## src/hw/rtl/jhmi_ram.sv

```systemverilog
// ----------------------------------------------------------------------------
// jhmi_ram
// Generic single-port RAM with registered read.
// ----------------------------------------------------------------------------
`default_nettype none

module jhmi_ram #(
  parameter int WIDTH = 32,
  parameter int DEPTH = 64
) (
  input  logic                     clk,
  input  logic                     we,
  input  logic [$clog2(DEPTH)-1:0] addr,
  input  logic [WIDTH-1:0]         wdata,
  output logic [WIDTH-1:0]         rdata
);

  logic [WIDTH-1:0] mem [DEPTH];

  always_ff @(posedge clk) begin
    if (we) begin
      mem[addr] <= wdata;
    end
    rdata <= mem[addr];
  end

endmodule

`default_nettype wire

```

## config.mk

```make
export PLATFORM = sky130hd
export DESIGN_NAME = jhmi_ram
export DESIGN_NICKNAME = d
export VERILOG_FILES = /design/src/hw/rtl/jhmi_ram.sv
export SDC_FILE = /design/constraint.sdc
export NUM_CORES = 2
export LEC_CHECK = 0
export CAP_MARGIN = 20
export CORE_ASPECT_RATIO = 0.9
export CORE_UTILIZATION = 30
export CTS_CLUSTER_SIZE = 25
export DETAILED_ROUTE_END_ITERATION = 10
export DONT_BUFFER_PORTS = 1
export PLACE_DENSITY = 0.46
export SLEW_MARGIN = 25
export SYNTH_ARGS = -nofsm -noshare
export SYNTH_HDL_FRONTEND = slang
export SYNTH_SLANG_ARGS = --single-unit
export TNS_END_PERCENT = 100
```

## constraint.sdc

```tcl
create_clock -name clk -period 8.84 [get_ports clk]
set_input_delay 0.884 -clock clk [delete_from_list [all_inputs] [get_ports clk]]
set_output_delay 0.884 -clock clk [all_outputs]
set_load 0.01 [all_outputs]
```

==> metrics.yaml <==
synthesis:
  synth_compound_area_frac: 0.0866
  synth_top_family_by_area: "compound AO/OA/AOI/OAI gates"
  synth_xor_area_frac: 0
  avgSynthCellArea_um2: 18.6
  synth-simple-area-share: 0.0281
  syn_nets: 4279
  yosys_warnings: 0
  ys_ff_latch: 2080
  yosysUniqueCellTypes: 56
  yosys.area.top_type_share: 0.779
  synthAdderAreaFrac: 0
  synth.area.top_cells: "edfxtp_1, mux2i_1, mux4_2, mux2_2, a221oi_1"
  seq_area_frac_synth: 0.787
  synth_edf_count: 2048
  syn_area_mm2: 0.0789
  synthFlopType: "edfxtp_1"
  async_reset_ff_frac: 0
  synth_top_area_cell: "edfxtp_1"
  syn-instance-count: 4239
  muxShareOfSynthArea: 0.0812
die:
  pin_count: 72
  rows: 178
  initial_utilization: 0.302
  die_area_mm2: 0.265
  core_area_mm2: 0.261
  die_x_um: 543
  die_h_um: 489
cts:
  clockBufferDepth: 4
  clk_pin_slew_ps: 60
  clock_latency_ps: 850
  clock-root-buffer: "clkbuf_16"
  cts_inserted_buffers: 214
  postCtsSetupBuffers: 0
  cts_sinks: 2080
  h-tree-depth: 4
  ctsHoldBuffers: 0
  cts-resized-gates: 0
  cts_tree: "done"
detailed_routing:
  drt_iter0_markers: 4600
  wl_per_cell_um: 30.3
  first_pass_iters: 6
  drcViolationCount: 0
  vias_per_cell: 5.24
  routed_wl_um: 242000
  vias: 41700
  ant_nets: 0
critical_path:
  r2r_cells: 5
  critPathMostFrequentCell: "buf_16"
  start_kind: "input port"
  cp_max_fo: 148
  r2r_end: "rdata[27]"
  crit_start: "addr[1]"
  worst_ep_arrival_time_ps: 5250
  cpPeakStageDelay_ps: 1040
  end_kind: "flip-flop"
  crit_slowest_cell: "a2111oi_1"
  required_ps: 9520
  path_cells: "buf_16 -> buf_16 -> nor2_4 -> buf_4 -> a22o_1 -> nor3_1 -> a211oi_1 -> a2111oi_1 -> nand3_1"
  worstSetupEndpoint: "rdata[22]"
  r2r_start: "mem[20][27]"
  path_class: "input port to flip-flop"
  ff2ff_setup_slack_ps: 6060
hold_path:
  worstHoldPathType: "input port to flip-flop"
grt:
  grt_usage: 0.179
  grt_pass1_vias: 40700
  grt_pass1_wl_um: 336000
  grt_max_degree: 435
  antenna_found_initial: 8
  gr-total-overflow: 0
timing:
  min_period_ps: 4570
  clock_skew_ps: 48.1
  timing.final.crit_share: 0.518
  finalHoldViolCount: 0
  grt_setup_unrepaired: "no"
  finalSetupTns_ps: 0
  setup_viol: 0
  hold_ws_ps: 137
  fin_ws_ps: 4270
  slew_headroom: 0.0112
  max_freq_ghz: 0.219
  final_max_slew_viol_count: 0
  tightestPinTransition_ps: 1480
pwr:
  p_comb_frac: 0.037
  p_per_area_mw_per_mm2: 228
  leakage_nw: 28.2
  pwr-share-seq: 0.534
  p_clk_frac: 0.430
  net-switching-power_mw: 4.34
  peakVddDrop_mv: 0.141
  switching_share: 0.211
  power.total_mw: 20.6
  intPower_mw: 16.3
placement:
  dpl_cell_area_mm2: 0.0835
  place_ws_ps: 4390
  port_buffers: 0
  gp_congestion: 0.843
  hpwl_um: 135000
layout:
  area_growth_pct: 14.5
  drive_gt1_frac: 0.169
  finalNetCount: 4314
  stdcell_area_mm2: 0.0903
flow_run:
  drv_cap: 0
status:
  outcome: "finished clean"
==> cell usage after synthesis (18+ instances only) <==
| library cell | instances |
|---|---|
| edfxtp_1 | 2048 |
| mux2i_1 | 259 |
| a22oi_1 | 188 |
| a221oi_1 | 175 |
| clkbuf_1 | 168 |
| mux2_2 | 147 |
| nor2_1 | 145 |
| a21oi_1 | 121 |
| mux4_2 | 96 |
| o22ai_1 | 93 |
| and3_1 | 85 |
| o21ai_0 | 84 |
| buf_2 | 83 |
| o22a_1 | 70 |
| a22o_1 | 66 |
| nand3_1 | 54 |
| a31oi_1 | 43 |
| buf_1 | 33 |
| dfxtp_1 | 32 |
| nand2_1 | 28 |
| nor3_1 | 22 |
| nand2b_1 | 18 |
==> power groups by stage <==
| stage | sequential [mW] | clock, mW | combinational, mW |
|---|---|---|---|
| after floorplan | 11.2 | 0 | 0.522 |
| after global placement | 11.2 | 0 | 0.716 |
| after detailed placement | 11.2 | 0 | 0.718 |
| after CTS | 11.0 | 9.03 | 0.720 |
| after global routing | 11.0 | 9.38 | 0.787 |
| final | 11.0 | 8.86 | 0.752 |
==> cell type report <==
cell class                      count  area [um2]
Antenna cell                        4        10.0
Clock buffer                      272        5670
Clock inverter                    114        1060
Fill cell                       24700      171000
Inverter                            2        15.0
Multi-Input combinational cell   1859       16100
Sequential cell                  2080       62100
Tap cell                         3510        4390
Timing Repair Buffer              117         993
==> registers in the layout, indices dropped and copies added (netlist names) <==
| name | count |
|---|---|
| mem | 2048 |
| rdata | 32 |
==> how the worst min path moves through the flow <==
stage           startpoint     endpoint  cells past startpoint
3_3_place_gp    mem[32][9]     rdata[9]                      3
5_1_grt          wdata[31]  mem[50][31]                      0
4_1_cts           wdata[3]   mem[21][3]                      0
2_1_floorplan  mem[28][10]    rdata[10]                      4
6_report         wdata[10]  mem[33][10]                      0
3_5_place_dp    mem[32][9]     rdata[9]                      3
==> layer usage <==
metal,global-route usage,wire [um],vias to the layer above
met5,0,0,-
met4,0.0481,6130,0
met3,0.0268,13500,267
met2,0.284,113000,1364
met1,0.255,109000,22400
li1,-,-,17700
==> critical path: cells and delay by family <==
kind,cells,cell delay (ps)
buffers and inverters,3,1640
AOI/OAI and AO/OA,3,1500
and+or+nand+nor,3,690
==> kinds of logic (layout without fill, tap and decap cells) <==
logic type,after synthesis,count (layout)
simple gates,424,424
other cells,0,4
buf+inv,300,505
compound gates,933,933
mux,502,502
flops,2080,2080
==> layout by cell type (no fill, tap or decap), drive strengths merged, types with 54 or more instances in the layout <==
| cell type | Yosys | layout |
|---|---|---|
| a22oi | 188 | 188 |
| a221oi | 175 | 175 |
| mux2i | 259 | 259 |
| buf | 129 | 117 |
| clkbuf | 169 | 272 |
| edfxtp | 2048 | 2048 |
| clkinv | 0 | 92 |
| nor2 | 145 | 145 |
| and3 | 85 | 85 |
| a22o | 66 | 66 |
| mux4 | 96 | 96 |
| a21oi | 121 | 121 |
| o22ai | 93 | 93 |
| mux2 | 147 | 147 |
| o21ai | 85 | 85 |
| o22a | 70 | 70 |
| nand3 | 54 | 54 |
==> per-stage QoR <==
stage,instances,utilization
floorplan,4239,-
global placement,7560,0.319
detailed placement,7566,0.320
CTS,7952,0.345
global route,7956,0.345
finish,7958,0.346
Note: power is estimated with default switching activity, not from simulation.
