==> src/hw/rtl/jhmi_div.sv <==
// ----------------------------------------------------------------------------
// jhmi_div
// Restoring divider, 64-bit dividend by 32-bit divisor, one bit per cycle.
// ----------------------------------------------------------------------------
`default_nettype none

module jhmi_div (
  input  logic        clk,
  input  logic        rst_n,
  input  logic        start,
  input  logic [63:0] dividend,
  input  logic [31:0] divisor,
  output logic        done,
  output logic [63:0] quotient
);

  localparam int STEPS = 64;
  localparam int CNTW  = $clog2(STEPS);

  logic [63:0]     quo_r;
  logic [32:0]     rem_r;
  logic [31:0]     dvs_r;
  logic [CNTW-1:0] cnt_r;
  logic            run_r;
  logic            done_r;
  logic [32:0]     rem_sh;
  logic [33:0]     diff;
  logic            ge;
  logic [32:0]     rem_nxt;

  always_comb begin
    rem_sh  = {rem_r[31:0], quo_r[63]};
    diff    = {1'b0, rem_sh} - {2'b00, dvs_r};
    ge      = !diff[33];
    rem_nxt = ge ? diff[32:0] : rem_sh;
  end

  always_ff @(posedge clk) begin
    if (!rst_n) begin
      run_r  <= 1'b0;
      done_r <= 1'b0;
      cnt_r  <= '0;
    end else begin
      done_r <= 1'b0;
      if (start) begin
        run_r <= 1'b1;
        cnt_r <= '0;
      end else if (run_r) begin
        cnt_r <= cnt_r + 1'b1;
        if (cnt_r == CNTW'(STEPS - 1)) begin
          run_r  <= 1'b0;
          done_r <= 1'b1;
        end
      end
    end
  end

  always_ff @(posedge clk) begin
    if (start) begin
      quo_r <= dividend;
      rem_r <= '0;
      dvs_r <= divisor;
    end else if (run_r) begin
      quo_r <= {quo_r[62:0], ge};
      rem_r <= rem_nxt;
    end
  end

  assign done     = done_r;
  assign quotient = quo_r;

endmodule

`default_nettype wire

==> config.mk <==
export PLATFORM = sky130hd
export DESIGN_NAME = jhmi_div
export DESIGN_NICKNAME = d
export VERILOG_FILES = /design/src/hw/rtl/jhmi_div.sv
export SDC_FILE = /design/constraint.sdc
export NUM_CORES = 1
export LEC_CHECK = 0
export BUFFER_PORTS_ARGS = -buffer_cell sky130_fd_sc_hd__buf_4
export CAP_MARGIN = 30
export CORE_MARGIN = 5
export CORE_UTILIZATION = 25
export CTS_CLUSTER_DIAMETER = 120
export DETAILED_ROUTE_END_ITERATION = 10
export PLACE_DENSITY_LB_ADDON = 0.15
export SLEW_MARGIN = 0
export SYNTH_ARGS = -nofsm -noshare
export SYNTH_HDL_FRONTEND = slang
export SYNTH_SLANG_ARGS = --single-unit
export TNS_END_PERCENT = 30
==> constraint.sdc <==
create_clock -name clk -period 7.6 [get_ports clk]
set_input_delay 1.52 -clock clk [delete_from_list [all_inputs] [get_ports clk]]
set_output_delay 1.52 -clock clk [all_outputs]
set_load 0.1 [all_outputs]
==> results.ini, run 1 <==
[floorplan]
die_w_um = 181
coreArea_um2 = 28700
std_cell_rows = 62
ios = 164
start_util_pct = 25.3
dieArea_um2 = 32600
die_h_um = 181

[timing]
report.final.setup_viol = 0
final_max_slew_viol_count = 0
setup_tns_ns = 0
final.min_clock_period_ns = 3.29
whs_ns = 0.487
hold_viol_final = 0
relSlewSlack_pct = 36.1
fmax_mhz = 304
min_period_over_period_pct = 43.3
tightest_slew_ns = 0.956
finClkSkew_ns = 0.0224
timing.final.ws_setup_ns = 4.31
rsz0062_at_grt = false

[placement]
place_congestion = 0.789
place_hpwl_um = 14900
preCtsSetupSlack_ns = 4.24
portBuffers = 163
place_area_um2 = 8900

[logic_synthesis]
yosysSeqAreaShare_pct = 50.6
synth_edf_count = 96
netlist_instances = 654
synth_top_flop_cell = edfxtp_1
ys_warn_count = 0
syn_nets = 787
yosysUniqueCellTypes = 61
syn_area_per_cell_um2 = 11.1
yosys_register_bits = 136
async_flop_share_pct = 0
synth_top_family_by_area = compound AO/OA/AOI/OAI gates
synth_fa_ha_area_share_pct = 5.95
synth-simple-area-share_pct = 10.6
synthMuxAreaShare_pct = 10.6
synth_compound_area_share_pct = 14.8
synthesis.area_um2 = 7270
synth-xor-area-share_pct = 3.13

[power]
powerDensity_nw_per_um2 = 258
p_leak_nw = 3.87
ir_worst_vdd_v = 0.000141
report.power.total_mw = 2.45

[clocking]
cts_resized = 0
cts_buffer_depth = 2
cts_made_buffers = 17
cts.sinks = 136
cts_root_buf = clkbuf_16
hold_buffers = 0
cts_setup_buffers = 0
clk_pin_slew_ns = 0.06
htreeDepth = 4
clk_latency_ns = 0.43
cts_tree = yes

[setup_path]
path_class = reg2reg
regToRegSetupSlack_ns = 4.31
cp-end-kind = flop
endpoint = rem_r[18]
reg2reg_depth = 11
cp_max_fo = 15
r2r-start = dvs_r[14]
crit_required_ns = 7.93
critPathArrivalTime_ns = 3.62
worstSetupStartpointType = flop
setup.worst_path.start = dvs_r[14]
r2r_end = rem_r[18]

[global_routing]
grt_antenna_before_repair = 0
grt_pass1_vias = 5958
grt_pass1_wl_um = 33000
track_usage_pct = 12.7
grt_start_max_net_pins = 69
grt.overflow.total = 0

[detailed_routing]
via_per_inst = 4.59
totalWireLength_um = 20600
dr.pass1.iters = 4
drt-wirelength-per-cell_um = 17.0
post-route-drc-count = 0
routed-via-count = 5549
drt_iter0_drc = 260
detail-route-antenna-nets = 0

[cells_and_area]
finalNetCount = 946
syn_to_final_growth_pct = 30.9
num_antenna_cells = 0
layout-drive-gt1-share_pct = 33.2
design_area_um2 = 9520

[outcome]
status = complete, no violations

[min_path]
worst_hold_path_type = reg2reg
min_path_cells = 2

[flow_run]
cap_violations = 0

cells by family after synthesis:
| family | after synthesis |
|---|---|
| AND/OR/NAND/NOR | 164 |
| AO/OA/AOI/OAI | 150 |
| flip-flops | 136 |
| buffers and inverters | 75 |
| multiplexers | 69 |
| adder cells (fa/ha/maj) | 34 |
| XOR/XNOR | 26 |
cells in the mapped netlist (all sizes together) (10+ instances only):
cell type | n | area (µm²)
edfxtp | 96 | 2880
mux2 | 64 | 721
nand2 | 57 | 214
inv | 46 | 173
nor2 | 43 | 161
dfxtp | 40 | 801
o21ai | 34 | 170
ha | 33 | 413
a21oi | 27 | 146
clkbuf | 19 | 71.3
a311oi | 17 | 149
xnor2 | 15 | 131
nand3 | 13 | 70.1
a21o | 12 | 90.1
xor2 | 11 | 96.3
buf | 10 | 70.1
nor3 | 10 | 50.1
flip-flops by register name (all words and copies together) (netlist names):
signal    count
cnt_r         6
done          1
dvs_r        32
quotient     64
rem_r        32
run_r         1
through the flow:
step,instances,utilization (%)
floorplan,654,-
global route,1210,33.2
detailed placement,1178,31.0
finish,1210,33.2
CTS,1210,33.2
global placement,1177,30.9
critical path: stages (launching register included):
cell and delay, ns:
edfxtp_1 0.34, inv_1 0.04, ha_1 0.39, a21oi_1 0.13, o21ai_1 0.32, a22oi_1 0.16
and3_1 0.25, a21oi_4 0.23, a31o_1 0.59, buf_4 0.32, o311ai_0 0.16, a311oi_1 0.27
worst min path at each step:
stage	slack [ns]	startpoint	end
floorplan	0.44	rem_r[31]	rem_r[31]
detailed placement	0.48	rem_r[31]	rem_r[31]
global route	0.51	rem_r[16]	rem_r[17]
global placement	0.46	rem_r[31]	rem_r[31]
finish	0.49	cnt_r[5]	cnt_r[5]
CTS	0.49	rem_r[31]	rem_r[31]
layout by cell type (no fill, tap or decap), types with 6 or more instances in the layout:
cell type	instances
xor2_1	11
nor3_1	10
nand3_1	12
inv_1	45
mux2_2	64
a311oi_1	17
clkbuf_16	17
buf_4	168
dfxtp_1	40
xnor2_1	15
o21ai_0	31
edfxtp_1	96
a21o_1	12
nor2_1	43
nand2_1	57
ha_1	33
a21oi_1	26
nand4_1	9
a32oi_1	8
nand2b_1	6
cell type report:
cell class,count,area (µm²)
Fill cell,2985,19200
Clock inverter,14,194
Inverter,46,173
Multi-Input combinational cell,443,3280
Sequential cell,136,3680
Clock buffer,18,429
Timing Repair Buffer,169,1290
Tap cell,384,480
layer usage:
| layer | part of all wire (%) | global-route usage [%] |
|---|---|---|
| met1 | 44 | 15.3 |
| met2 | 45 | 19.5 |
| met3 | 11 | 7.15 |
| met4 | 1.1 | 3.63 |
| met5 | 0 | 0 |
report_power, final:
part           internal [mW]  switching, mW
sequential             0.868         0.0346
clock                  0.553          0.354
combinational          0.191          0.453
total                   1.61          0.842
No activity file was read; power rests on OpenSTA's default activity.
==> run 2, diff against run 1 <==
==> constraint.sdc (replaced) <==
create_clock -name clk -period 2.9 [get_ports clk]
set_input_delay 0.58 -clock clk [delete_from_list [all_inputs] [get_ports clk]]
set_output_delay 0.58 -clock clk [all_outputs]
set_load 0.1 [all_outputs]
==> run 2 against run 1 <==
Die area stayed put. Clock-buffer cell count is 2 higher. Non-clock buffer count is 30 higher. Global-route usage is 0.14 points higher. Via count is 2.7% higher. Clock power is 150% higher. Cell area is 2.9% higher.
==> results.ini, run 2 (synthesized netlist as in run 1, its figures left out) <==
[outcome]
status = complete, no violations

[clocking]
cts_buffer_depth = 2  ; unchanged
clk_latency_ns = 0.42  ; about the same
clk_pin_slew_ns = 0.06  ; about the same
cts_tree = yes
cts_setup_buffers = 0  ; unchanged
htreeDepth = 4  ; unchanged
cts_made_buffers = 17  ; unchanged
cts_root_buf = clkbuf_16
cts.sinks = 136  ; unchanged

[setup_path]
cp-end-kind = flop
path_class = reg2reg
crit_required_ns = 3.07  ; -4.86 ns
cp_max_fo = 10  ; -5
worstSetupStartpointType = flop
critPathArrivalTime_ns = 2.86  ; -0.76 ns

[cells_and_area]
layout-drive-gt1-share_pct = 36.4  ; +3.3 points
syn_to_final_growth_pct = 34.7
fillers = 2990  ; +0.17%
layout_common_cells = buf_4 (196), edfxtp_1 (96), mux2_2 (64)
num_antenna_cells = 0  ; unchanged
finalNetCount = 976  ; +3.2%
multi_input_area_um2 = 3330  ; +1.8%
design_area_um2 = 9800  ; +2.9%
seqCellArea_um2 = 3680  ; unchanged
largest_reg_flops = 64  ; unchanged
layout_commonest_cell = buf_4

[detailed_routing]
post-route-drc-count = 0  ; unchanged
detail-route-antenna-nets = 0  ; unchanged
totalWireLength_um = 20900  ; +1.6%
drt_iter0_drc = 260  ; unchanged
dr.pass1.iters = 4  ; unchanged
routed-via-count = 5700  ; +2.7%
via_per_inst = 4.60  ; +0.24%
drt-wirelength-per-cell_um = 16.8  ; -0.90%

[floorplan]
std_cell_rows = 62  ; unchanged
die_h_um = 181  ; unchanged
ios = 164  ; unchanged
coreArea_um2 = 28700  ; unchanged
start_util_pct = 25.3  ; unchanged
dieArea_um2 = 32600  ; unchanged
die_w_um = 181  ; unchanged

[power]
p_leak_nw = 4.02  ; +3.8%
report.power.total_mw = 6.38  ; +160%
powerDensity_nw_per_um2 = 651  ; +150%
ir_worst_vdd_v = 0.000392  ; +180%

[placement]
place_hpwl_um = 15400  ; +3.3%
portBuffers = 163  ; unchanged
place_area_um2 = 9170  ; +3.0%
preCtsSetupSlack_ns = -0.0274  ; -4.27 ns
place_congestion = 0.776  ; -1.6%

[global_routing]
grt_start_max_net_pins = 67  ; -2.9%
grt_pass1_vias = 6087  ; +2.2%
grt.overflow.total = 0  ; unchanged
grt_pass1_wl_um = 33500  ; +1.7%
track_usage_pct = 12.8  ; +0.14 points
grt_antenna_before_repair = 0  ; unchanged

[timing]
min_period_over_period_pct = 92.5  ; +49 points
fmax_mhz = 373  ; +23%
hold_viol_final = 0  ; unchanged
tightest_slew_ns = 0.573  ; -0.382 ns
rsz0062_at_grt = true
relSlewSlack_pct = 61.3  ; +25 points
report.final.setup_viol = 0  ; unchanged
setup_tns_ns = 0  ; unchanged
final_max_slew_viol_count = 0  ; unchanged
timing.final.ws_setup_ns = 0.217  ; -4.09 ns
final.min_clock_period_ns = 2.68  ; -0.610 ns
finClkSkew_ns = 0.0144  ; -0.00795 ns

[min_path]
worst_hold_path_type = in2reg

[flow_run]
cap_violations = 0  ; unchanged

==> run 2: cell types whose count changed in the layout (fill, tap and decap cells not counted), sizes merged <==
cell	change
buf	+30
bufinv	-2
clkbuf	+2
clkinv	-2
clkinvlp	+1
inv	+1
==> run 2: metrics by stage <==
stage | hold WS, ns | util (%) | std cells
final | 0.332 | 34.1 | 1240
after global routing | 0.304 | 34.1 | 1240
after CTS | 0.298 | 34.0 | 1240
after detailed placement | 0.466 | 31.9 | 1208
after global placement | 0.467 | 31.9 | 1208
after floorplan | 0.437 | - | 654
==> run 2: worst paths after layout <==
| kind | from | endpoint | slack, ns | depth (start not counted) |
|---|---|---|---|---|
| worst min register to register | rem_r[31] | rem_r[31] | 0.49 | 2 |
| worst min-delay path | divisor[27] | dvs_r[27] | 0.33 | 1 |
| worst max-delay path | dvs_r[26] | quotient[0] | 0.22 | 10 |
| worst max register to register | dvs_r[26] | quotient[0] | 0.22 | 10 |
==> run 2: critical path, cell delays in order (launching register included) <==
cell and delay [ns]:
edfxtp_1 0.36, inv_1 0.06, ha_1 0.23, a21o_1 0.18, a21o_1 0.18, a21oi_1 0.18, o21ai_0 0.15, a211o_1 0.38
a31o_4 0.25, buf_4 0.18, mux2_2 0.26
==> run 2: final cells by class <==
cell class	count	area share, %
Tap cell	384	4.90
Clock buffer	20	4.67
Clock inverter	12	1.43
Multi-Input combinational cell	443	34.0
Inverter	46	1.76
Timing Repair Buffer	199	15.6
Sequential cell	136	37.6
==> run 2: timing repair <==
item,CTS,global route
gates resized for setup,1,8
pin swaps,0,2
hold buffers,0,0
endpoints found under the setup margin,2,15
==> run 2: power breakdown <==
group	total, mW	leakage, nW	switching [mW]	internal, mW
Combinational	1.76	2.44	1.21	0.553
Sequential	2.37	1.28	0.0931	2.27
Clock	2.26	0.291	0.923	1.33
==> run 2: layer usage <==
metal | routed length (µm) | global-route usage, % | vias up | share of wire (%)
met5 | 0 | 0 | - | 0
met4 | 193 | 3.27 | 0 | 0.92
met3 | 2070 | 6.56 | 12 | 9.9
met2 | 9330 | 19.8 | 164 | 45
met1 | 9290 | 16.0 | 2699 | 44
li1 | - | - | 2825 | -
